--- config.mk ---
export PLATFORM = sky130hd
export DESIGN_NAME = text_console_escape_parser_unit
export DESIGN_NICKNAME = d
export VERILOG_FILES = /design/src/hw/rtl/tcep_pkg.sv /design/src/hw/rtl/tcep_parser.sv /design/src/hw/rtl/tcep_out_buf.sv /design/src/hw/rtl/text_console_escape_parser_unit.sv
export SDC_FILE = /design/constraint.sdc
export NUM_CORES = 1
export LEC_CHECK = 0
export ABC_CLOCK_PERIOD_IN_PS = 11100
export BUFFER_PORTS_ARGS = -buffer_cell sky130_fd_sc_hd__buf_2
export CAP_MARGIN = 20
export CORE_ASPECT_RATIO = 1.25
export CORE_MARGIN = 2
export CORE_UTILIZATION = 31
export CTS_CLUSTER_DIAMETER = 40
export CTS_CLUSTER_SIZE = 10
export DETAILED_ROUTE_END_ITERATION = 8
export PLACE_DENSITY = 0.51
export SLEW_MARGIN = 20
export SYNTH_ARGS = -nofsm -noshare
export SYNTH_HDL_FRONTEND = slang
export SYNTH_SLANG_ARGS = --single-unit
--- constraint.sdc ---
create_clock -name clk -period 11.1 [get_ports clk]
set_input_delay 2.775 -clock clk [delete_from_list [all_inputs] [get_ports clk]]
set_output_delay 2.775 -clock clk [all_outputs]
set_load 0.05 [all_outputs]
--- src/hw/rtl/tcep_pkg.sv ---
// Shared types and constants for the text console escape parser.
`default_nettype none

package tcep_pkg;

  // Screen size defaults in pixels
  localparam int SCREEN_WIDTH_DEF  = 640;
  localparam int SCREEN_HEIGHT_DEF = 528;

  // Width of the unclipped pixel position sums
  localparam int POS_W = 14;

  // Request types
  localparam logic REQ_TEXT   = 1'b0;
  localparam logic REQ_CURSOR = 1'b1;

  // Text byte codes with special meaning
  localparam logic [7:0] BYTE_END    = 8'h00;
  localparam logic [7:0] BYTE_ESC_FG = 8'h01;
  localparam logic [7:0] BYTE_ESC_BG = 8'h02;
  localparam logic [7:0] BYTE_NL     = 8'h0A;
  localparam logic [7:0] BYTE_SPACE  = 8'h20;

  // Number of color bytes after an escape code
  localparam logic [2:0] ESC_BYTES = 3'd4;

  // Configuration register indexes
  localparam logic [1:0] CFG_ORIGIN_X  = 2'd0;
  localparam logic [1:0] CFG_ORIGIN_Y  = 2'd1;
  localparam logic [1:0] CFG_BASE_FORE = 2'd2;
  localparam logic [1:0] CFG_BASE_BACK = 2'd3;

  // Register reset values
  localparam logic [31:0] BASE_FORE_RST = 32'hFFFF_FFFF;
  localparam logic [31:0] BASE_BACK_RST = 32'h0000_0000;

  // Glyph draw command
  typedef struct packed {
    logic [7:0]  char_code;
    logic [9:0]  pixel_x;
    logic [9:0]  pixel_y;
    logic [31:0] fore_rgba;
    logic [31:0] back_rgba;
  } glyph_cmd_t;

endpackage

`default_nettype wire

--- src/hw/rtl/tcep_parser.sv ---
// Cursor, escape collector, color overrides and glyph command generation.
`default_nettype none

module tcep_parser
  import tcep_pkg::*;
#(
  parameter int SCREEN_WIDTH  = SCREEN_WIDTH_DEF,
  parameter int SCREEN_HEIGHT = SCREEN_HEIGHT_DEF
) (
  input  wire logic        clk,
  input  wire logic        rst_n,
  input  wire logic        cfg_we,
  input  wire logic [1:0]  cfg_index,
  input  wire logic [31:0] cfg_wdata,
  input  wire logic        accept,
  input  wire logic        req_type,
  input  wire logic [7:0]  byte_value,
  input  wire logic [7:0]  cursor_col,
  input  wire logic [7:0]  cursor_row,
  output logic             cmd_valid,
  output glyph_cmd_t       cmd
);

  localparam logic [POS_W-1:0] SCR_W = POS_W'(SCREEN_WIDTH);
  localparam logic [POS_W-1:0] SCR_H = POS_W'(SCREEN_HEIGHT);

  logic [9:0]  origin_x_r, origin_y_r;
  logic [31:0] base_fore_r, base_back_r;

  logic [7:0]  col_r, col_nxt;
  logic [7:0]  row_r, row_nxt;
  logic [2:0]  esc_left_r, esc_left_nxt;
  logic        esc_back_r, esc_back_nxt;
  logic [23:0] gather_r, gather_nxt;
  logic [31:0] fore_ovr_r, fore_ovr_nxt;
  logic [31:0] back_ovr_r, back_ovr_nxt;
  logic        fore_on_r, fore_on_nxt;
  logic        back_on_r, back_on_nxt;

  logic [POS_W-1:0] px, py;
  logic             on_screen;
  logic             draw;
  logic [31:0]      esc_color;

  // Configuration registers
  always_ff @(posedge clk) begin
    if (!rst_n) begin
      origin_x_r  <= '0;
      origin_y_r  <= '0;
      base_fore_r <= BASE_FORE_RST;
      base_back_r <= BASE_BACK_RST;
    end else if (cfg_we) begin
      unique case (cfg_index)
        CFG_ORIGIN_X:  origin_x_r  <= cfg_wdata[9:0];
        CFG_ORIGIN_Y:  origin_y_r  <= cfg_wdata[9:0];
        CFG_BASE_FORE: base_fore_r <= cfg_wdata;
        CFG_BASE_BACK: base_back_r <= cfg_wdata;
        default: ;
      endcase
    end
  end

  // Pixel origin of the cell under the cursor (8x16 cells)
  assign px = POS_W'(origin_x_r) + POS_W'({col_r, 3'b000});
  assign py = POS_W'(origin_y_r) + POS_W'({row_r, 4'b0000});
  assign on_screen = (px < SCR_W) && (py < SCR_H);
  assign esc_color = {gather_r, byte_value};

  // Next state for one transaction
  always_comb begin
    col_nxt      = col_r;
    row_nxt      = row_r;
    esc_left_nxt = esc_left_r;
    esc_back_nxt = esc_back_r;
    gather_nxt   = gather_r;
    fore_ovr_nxt = fore_ovr_r;
    back_ovr_nxt = back_ovr_r;
    fore_on_nxt  = fore_on_r;
    back_on_nxt  = back_on_r;
    draw         = 1'b0;
    if (accept) begin
      if (req_type == REQ_CURSOR) begin
        col_nxt = cursor_col;
        row_nxt = cursor_row;
      end else if (esc_left_r != '0) begin
        // collecting color bytes, taken literally
        esc_left_nxt = esc_left_r - 3'd1;
        if (esc_left_r == 3'd1) begin
          gather_nxt = '0;
          if (esc_back_r) begin
            back_ovr_nxt = esc_color;
            back_on_nxt  = 1'b1;
          end else begin
            fore_ovr_nxt = esc_color;
            fore_on_nxt  = 1'b1;
          end
        end else begin
          gather_nxt = {gather_r[15:0], byte_value};
        end
      end else begin
        unique case (byte_value)
          BYTE_END: begin
            fore_on_nxt  = 1'b0;
            back_on_nxt  = 1'b0;
            fore_ovr_nxt = '0;
            back_ovr_nxt = '0;
          end
          BYTE_ESC_FG, BYTE_ESC_BG: begin
            esc_left_nxt = ESC_BYTES;
            esc_back_nxt = (byte_value == BYTE_ESC_BG);
            gather_nxt   = '0;
          end
          BYTE_NL: begin
            row_nxt = row_r + 8'd1;
            col_nxt = '0;
          end
          BYTE_SPACE: begin
            col_nxt = col_r + 8'd1;
          end
          default: begin
            draw    = on_screen;
            col_nxt = col_r + 8'd1;
          end
        endcase
      end
    end
  end

  // Parser state
  always_ff @(posedge clk) begin
    if (!rst_n) begin
      col_r      <= '0;
      row_r      <= '0;
      esc_left_r <= '0;
      esc_back_r <= 1'b0;
      gather_r   <= '0;
      fore_ovr_r <= '0;
      back_ovr_r <= '0;
      fore_on_r  <= 1'b0;
      back_on_r  <= 1'b0;
    end else begin
      col_r      <= col_nxt;
      row_r      <= row_nxt;
      esc_left_r <= esc_left_nxt;
      esc_back_r <= esc_back_nxt;
      gather_r   <= gather_nxt;
      fore_ovr_r <= fore_ovr_nxt;
      back_ovr_r <= back_ovr_nxt;
      fore_on_r  <= fore_on_nxt;
      back_on_r  <= back_on_nxt;
    end
  end

  // Draw command toward the output buffer
  assign cmd_valid     = draw;
  assign cmd.char_code = byte_value;
  assign cmd.pixel_x   = px[9:0];
  assign cmd.pixel_y   = py[9:0];
  assign cmd.fore_rgba = fore_on_r ? fore_ovr_r : base_fore_r;
  assign cmd.back_rgba = back_on_r ? back_ovr_r : base_back_r;

  // Escape counter never exceeds the color byte count
  a_esc_range: assert property (@(posedge clk) disable iff (!rst_n)
    esc_left_r <= ESC_BYTES)
    else $error("escape counter out of range");

  // End of string drops both overrides
  a_end_drops: assert property (@(posedge clk) disable iff (!rst_n)
    (accept && req_type == REQ_TEXT && esc_left_r == 3'd0 && byte_value == BYTE_END)
    |=> (!fore_on_r && !back_on_r))
    else $error("overrides still on after end of string");

endmodule

`default_nettype wire

--- src/hw/rtl/tcep_out_buf.sv ---
// Two-entry output buffer: result register plus skid register.
`default_nettype none

module tcep_out_buf
  import tcep_pkg::*;
(
  input  wire logic       clk,
  input  wire logic       rst_n,
  input  wire logic       push,
  input  wire glyph_cmd_t push_cmd,
  output logic            full,
  output logic            out_valid,
  output glyph_cmd_t      out_cmd,
  input  wire logic       out_stall
);

  logic       out_valid_r;
  glyph_cmd_t out_cmd_r;
  logic       skid_valid_r;
  glyph_cmd_t skid_cmd_r;
  logic       pop;

  assign pop = out_valid_r && !out_stall;

  // Control: output register refills from skid first, then from push
  always_ff @(posedge clk) begin
    if (!rst_n) begin
      out_valid_r  <= 1'b0;
      skid_valid_r <= 1'b0;
    end else if (!out_valid_r || pop) begin
      if (skid_valid_r) begin
        out_valid_r  <= 1'b1;
        skid_valid_r <= push;
      end else begin
        out_valid_r  <= push;
        skid_valid_r <= 1'b0;
      end
    end else if (push) begin
      skid_valid_r <= 1'b1;
    end
  end

  // Payload
  always_ff @(posedge clk) begin
    if (!out_valid_r || pop) begin
      if (skid_valid_r) begin
        out_cmd_r <= skid_cmd_r;
        if (push) skid_cmd_r <= push_cmd;
      end else if (push) begin
        out_cmd_r <= push_cmd;
      end
    end else if (push) begin
      skid_cmd_r <= push_cmd;
    end
  end

  assign full      = skid_valid_r;
  assign out_valid = out_valid_r;
  assign out_cmd   = out_cmd_r;

  // Skid holds data only behind a full output register
  a_skid_order: assert property (@(posedge clk) disable iff (!rst_n)
    skid_valid_r |-> out_valid_r)
    else $error("skid entry without output entry");

  // No transaction is pushed into a full buffer
  a_no_overflow: assert property (@(posedge clk) disable iff (!rst_n)
    !(push && skid_valid_r))
    else $error("push into full output buffer");

endmodule

`default_nettype wire

--- src/hw/rtl/text_console_escape_parser_unit.sv ---
// Text console escape parser: top level.
//
// Input channel (in_*): one text byte or one set-cursor request per
// transaction, accepted when in_valid is high and in_stall low.
// Output channel (out_*): one glyph draw command (character code, cell pixel
// origin, foreground and background color) per on-screen byte other than a special code.
// Configuration: cfg_we writes cfg_wdata to register cfg_index (origin x,
// origin y, base foreground, base background); write only while idle.
// Draw commands are registered in the result register or the skid register.
// Throughput: one transaction per cycle while in_stall is low, set by the
// combinational cursor and escape update followed by the result register.
// Stall: a two-entry output buffer (result register plus skid register)
// absorbs one more command while the receiver stalls; in_stall rises when
// the skid register is occupied and falls once the receiver takes a command.
// Reset (rst_n low, synchronous): cursor at 0,0, no escape in progress,
// overrides off, origin 0,0, foreground all ones, background zero, output
// buffer empty.
`default_nettype none

module text_console_escape_parser_unit
  import tcep_pkg::*;
#(
  parameter int SCREEN_WIDTH  = SCREEN_WIDTH_DEF,
  parameter int SCREEN_HEIGHT = SCREEN_HEIGHT_DEF
) (
  input  wire logic        clk,
  input  wire logic        rst_n,
  // configuration
  input  wire logic        cfg_we,
  input  wire logic [1:0]  cfg_index,
  input  wire logic [31:0] cfg_wdata,
  // input channel
  input  wire logic        in_valid,
  output logic             in_stall,
  input  wire logic        in_req_type,
  input  wire logic [7:0]  in_byte_value,
  input  wire logic [7:0]  in_cursor_col,
  input  wire logic [7:0]  in_cursor_row,
  // result channel
  output logic             out_valid,
  input  wire logic        out_stall,
  output logic [7:0]       out_char_code,
  output logic [9:0]       out_pixel_x,
  output logic [9:0]       out_pixel_y,
  output logic [31:0]      out_fore_rgba,
  output logic [31:0]      out_back_rgba
);

  logic       in_accept;
  logic       cmd_valid;
  glyph_cmd_t cmd;
  logic       buf_full;
  glyph_cmd_t out_cmd;

  assign in_stall  = buf_full;
  assign in_accept = in_valid && !in_stall;

  tcep_parser #(
    .SCREEN_WIDTH  (SCREEN_WIDTH),
    .SCREEN_HEIGHT (SCREEN_HEIGHT)
  ) u_parser (
    .clk        (clk),
    .rst_n      (rst_n),
    .cfg_we     (cfg_we),
    .cfg_index  (cfg_index),
    .cfg_wdata  (cfg_wdata),
    .accept     (in_accept),
    .req_type   (in_req_type),
    .byte_value (in_byte_value),
    .cursor_col (in_cursor_col),
    .cursor_row (in_cursor_row),
    .cmd_valid  (cmd_valid),
    .cmd        (cmd)
  );

  tcep_out_buf u_out_buf (
    .clk       (clk),
    .rst_n     (rst_n),
    .push      (cmd_valid),
    .push_cmd  (cmd),
    .full      (buf_full),
    .out_valid (out_valid),
    .out_cmd   (out_cmd),
    .out_stall (out_stall)
  );

  assign out_char_code = out_cmd.char_code;
  assign out_pixel_x   = out_cmd.pixel_x;
  assign out_pixel_y   = out_cmd.pixel_y;
  assign out_fore_rgba = out_cmd.fore_rgba;
  assign out_back_rgba = out_cmd.back_rgba;

endmodule

`default_nettype wire

Yosys cells after proc, flatten, opt, wreduce, memory -nomap -nowiden
Cells that the tools add are included.
Storage, ports and cells
  bits of input ports: 64
  logic and storage cells: 117
  bits in registers: 380
  output and inout port bits: 94
Operators by class
  $add $sub $neg: 5
  magnitude comparators: 2
  reduce and logical (&&, ||, !) cells: 29
  equal/unequal tests: 14
  bitwise logic cells: 2
  multiplexer cells: 40
Operators with widths (number)
  $mux W92: 5
  $mux W32: 9
  $mux W24: 3
  $mux W8: 5
  $lt A14 B10 Y1 const B: 2
  $add A8 B1 Y8 const B: 2
  $pmux W8 S2: 1
  $mux W1: 15
  $add A10 B12 Y13: 1
  $add A10 B11 Y12: 1
  $reduce_and A2 Y1: 5
  $reduce_and A5 Y1: 2
  $reduce_bool A2 Y1: 5
  $reduce_and A3 Y1: 3
  $eq A8 B1 Y1 const B: 1
  $eq A8 B2 Y1 const B: 1
  $eq A8 B4 Y1 const B: 1
  $eq A8 B6 Y1 const B: 1
  $logic_not A8 Y1: 1
  $mux W3: 2
  $ne A2 B1 Y1 const B: 3
  $ne A2 B2 Y1 const B: 3
  $reduce_or A5 Y1: 1
  $eq A2 B2 Y1 const B: 2
  other kinds (12): 17

Depth between registers and ports, before layout
  depth after elaboration: 10
  depth in mapped cells: 9

Modules after synthesis
A second synthesis with hierarchy kept.
Unflattened totals
  cell total of the unflattened synthesis: 1354
  area, all modules: 15877.7 um^2
Modules (own cells, without submodules)
  tcep_parser: cells an instance 1055, seq. area each 3883.7 um^2, area each 8984.9 um^2, times used 1
  tcep_out_buf: cells an instance 298, seq. area each 5565.3 um^2, area each 6879.1 um^2, times used 1
  text_console_escape_parser_unit: cells an instance 1, seq. area each 0.0 um^2, area each 13.8 um^2, times used 1

Worst setup path before layout
OpenSTA, ideal clock, no wires.
  kind: in2reg
  from: in in_byte_value[5]
  to: reg u_out_buf.out_cmd_r, in the netlist u_out_buf.out_cmd[0] (enable)
  arrival time: 8190 ps
  buffers on the path: 1
  required time: 10527 ps
  path slack: 2337 ps
  stages: 7
  library setup time: 573 ps
  cells stage by stage: clkbuf_1 > nand3b_1 > o21ai_0 > a21oi_1 > o211a_1 > a41oi_1 > a21oi_1
On the way
  cells in the longest elaborated chain, start to end: 8
Ends and longest elaborated chain
  start, declared: RTL line text_console_escape_parser_unit.sv:36  | input wire logic [7:0] in_byte_value,
  $eq A8 B1 Y1 (tied with other cells): RTL line tcep_parser.sv:101  | unique case (byte_value)
  $reduce_or A5 Y1 (no source line) *
  $mux W1 *: RTL line tcep_parser.sv:101
  $mux W1 *: RTL line tcep_parser.sv:85  | end else if (esc_left_r != '0) begin
  $mux W1 *: RTL line tcep_parser.sv:82  | if (req_type == REQ_CURSOR) begin
  $mux W1 *: RTL line tcep_parser.sv:81  | if (accept) begin
  $reduce_bool A2 Y1 (no source line) *
  $reduce_and A2 Y1 (no source line) *
  end signal, assigned: RTL line tcep_out_buf.sv:47  | out_cmd_r <= skid_cmd_r;
  end signal, assigned: RTL line tcep_out_buf.sv:50  | out_cmd_r <= push_cmd;
  end, declared: RTL line tcep_out_buf.sv:18  | glyph_cmd_t out_cmd_r;
Mark *: on every way between the ends. The rest lies on a longest branch, timed or not.
A chain may end at the register's enable or synchronous reset.

==> results_dict.tcl <==
set metrics [dict create \
    routed_wire_length_per_instance_um 18.64 \
    ctsResizeCount 0 \
    critical_path_arrival_ns 5.62 \
    synth_ff_type "sky130_fd_sc_hd__dfxtp_1" \
    portBuffers 157 \
    dr_total_vias 10830 \
    static-leakage-power_uw 0.006900 \
    cts.repair_timing.setup_buffer_count 0 \
    power_density_nw_per_um2 185.0 \
    comb_power_share_pct 6.4 \
    layout-drive-gt1-share_pct 27.42 \
    postSynthAreaPerCell_um2 11.36 \
    max_cap_violations 0 \
    floorplan.initialDensity_pct 31.24 \
    avgViaCountPerCell 4.777 \
    die-height_um 257.9 \
    power.switching_fraction_pct 23.53 \
    worstPathRequired_ns 11.32 \
    insertion_delay_ns 0.60 \
    fin_setup_tns_ns 0 \
    crit_path_start_kind "input pin" \
    global_route.overflow_total 0 \
    slew_margin_rel_pct 30.19 \
    design.die.area_um2 53430 \
    synth_area_um2 15990 \
    tritoncts_num_sinks 380 \
    synthesis.yosys.warnings 0 \
    antenna_found_initial 6 \
    postSynthNetCount 1490 \
    timing_worst_slew_pin_value_ns 1.043 \
    clock_tree.buffer_depth 3 \
    design.portCount 158 \
    grt_max_degree 127 \
    cts_inserted_buffers 59 \
    root_buffer "sky130_fd_sc_hd__clkbuf_16" \
    worst_ir_drop_vdd_v 0.0001237 \
    worst_setup_path_end_kind "register" \
    synth_async_sr_flop_share_pct 0 \
    detailedRoute.firstIterationViolations 529 \
    clkTransAtPathRegs_ns 0.05 \
    fin_total_pwr_uw 3593 \
    first_pass_grt_wire_length_mm 64.77 \
    cts_tree "built" \
    layout.cells.most_common_list "sky130_fd_sc_hd__nand2_1, sky130_fd_sc_hd__dfxtp_1, sky130_fd_sc_hd__edfxtp_1, sky130_fd_sc_hd__buf_2, sky130_fd_sc_hd__mux2_2" \
    routed_wirelength_mm 42.25 \
    core_area_um2 51200 \
    chip_width_um 207.2 \
    timing.setup.critical_path_class "input pin to register" \
    yosysSeqAreaShare_pct 59.08 \
    period_share_pct 48.69 \
    finish.net_count 1634 \
    drt.antenna.violating_nets 0 \
    timing.final.crit_period_ns 5.405 \
    routabilityCongestion 0.8099 \
    detailed_place_hpwl_mm 27.31 \
    fmax_mhz 185.0 \
    drc_errors 0 \
    power.clock.fraction_pct 51.0 \
    pre_cts_ws_ns 4.938 \
    hold_class "register to register" \
    final-hold-violation-count 0 \
    switching_power_uw 845.2 \
    setup_viol_count_final 0 \
    clock_skew_ns 0.02589 \
    synth-seq-cells 380 \
    flow.area_growth_from_synthesis_pct 21.40 \
    power.sequential.fraction_pct 42.6 \
    drt-pass1-iter-count 4 \
    synth.lib_cells_used.distinct 58 \
    synth-edff-count 184 \
    mostFrequentLayoutCell "sky130_fd_sc_hd__nand2_1" \
    htree_levels 2 \
    grtUsageTotal_pct 15.62 \
    cp_max_fo 62 \
    timing.final.ws_setup_ns 5.695 \
    first_global_vias 11040 \
    core.rowCount 93 \
    status "completed" \
    syn_inst 1408 \
    internal_power_uw 2747 \
    grt_setup_unrepaired "no" \
    cts_hold_buf 0 \
    maxSlewViolCount 0 \
]
==> metrics by stage <==
step	cells	area (µm²)	hold WS, ns	util, %
after floorplan	1408	15990	0.4256	-
after global placement	2156	17430	0.4444	34.03
after detailed placement	2156	17430	0.4462	34.03
after CTS	2266	19400	0.4549	37.90
after global routing	2266	19410	0.4752	37.92
final	2267	19410	0.4537	37.92
==> flip-flops by register name, summed over array words and instances (netlist names), 10 cells and up <==
register,count
u_parser.base_back_r,32
u_parser.base_fore_r,32
u_parser.fore_ovr_r,32
u_parser.origin_x_r,10
u_parser.origin_y_r,10
u_parser.gather_r,24
u_out_buf.skid_cmd_r,92
u_out_buf.out_cmd,92
u_parser.back_ovr_r,32
==> critical path, stage by stage <==
cell and delay [ns]:
sky130_fd_sc_hd__buf_2 0.16, sky130_fd_sc_hd__or4_1 0.25, sky130_fd_sc_hd__o21ai_0 0.18, sky130_fd_sc_hd__a21oi_1 0.19, sky130_fd_sc_hd__o211a_1 0.19, sky130_fd_sc_hd__nand4_1 0.15, sky130_fd_sc_hd__nor2_4 0.78, sky130_fd_sc_hd__buf_4 0.76
==> power groups by stage <==
stage                     registers [µW]  logic, µW  clock network (µW)
after floorplan                     1620        101                   0
after global placement              1560        232                   0
after detailed placement            1560        234                   0
after CTS                           1530        235                1890
after global routing                1530        249                1940
final                               1530        230                1830
==> path summary, 6_finish.rpt <==
| check | depth (start not counted) | endpoint | start | slack [ns] |
|---|---|---|---|---|
| worst min register to register | 2 | u_parser.back_ovr_r[5] | u_parser.back_ovr_r[5] | 0.45 |
| worst min-delay path | 2 | u_parser.back_ovr_r[5] | u_parser.back_ovr_r[5] | 0.45 |
| worst max register to register | 9 | u_out_buf.skid_cmd_r[83] | u_parser.row_r[0] | 6.62 |
| worst max-delay path | 8 | u_out_buf.skid_cmd_r[83] | in_byte_value[7] | 5.70 |
==> cell usage after synthesis (all sizes together) (5+ instances only) <==
cell type / instances / share of area, %
edfxtp: 184 / 35
mux2i: 10 / 0.63
mux2: 155 / 11
nor3b: 28 / 1.3
nor2b: 82 / 3.2
dfxtp: 196 / 25
nand4: 6 / 0.23
o21ai: 23 / 0.72
clkbuf: 75 / 1.8
nor2: 23 / 0.54
a22oi: 11 / 0.52
o211ai: 6 / 0.28
a21boi: 110 / 5.2
nor3: 8 / 0.25
and2: 5 / 0.20
ha: 16 / 1.3
and3: 9 / 0.35
o211a: 7 / 0.44
nand3: 39 / 1.2
a21oi: 40 / 1.3
nand2: 294 / 6.9
buf: 14 / 0.45
inv: 13 / 0.31
==> final cells by class <==
cell class,count,area (µm²)
multi-input cells,926,6195
clock buffers,81,1694
diodes,1,2.502
clock inverters,29,285.3
repair buffers,172,904.6
flip-flops and latches,380,9453
well taps,665,832.0
inverters,13,48.80
fillers,5093,31780
==> metal layers <==
layer | global-route usage, % | share of wire [%] | vias to the layer above
li1 | - | - | 5271
met1 | 18.95 | 43 | 5254
met2 | 27.36 | 50 | 219
met3 | 3.733 | 4.8 | 76
met4 | 4.821 | 2.5 | 10
met5 | 0 | 0.13 | -
==> kinds of logic (layout without fill, tap and decap cells) <==
logic type	Yosys count	count (layout)	share of synthesized area, %
AOI/OAI and AO/OA	227	227	10.05
xor gates and xnor gates	8	8	0.4381
adders and majority gates	18	18	1.502
buffers and inverters	102	295	2.519
DFF	380	380	59.08
muxes	165	165	11.54
other	0	1	0
and+or+nand+nor	508	508	14.86
(Power assumes the default switching activity.)
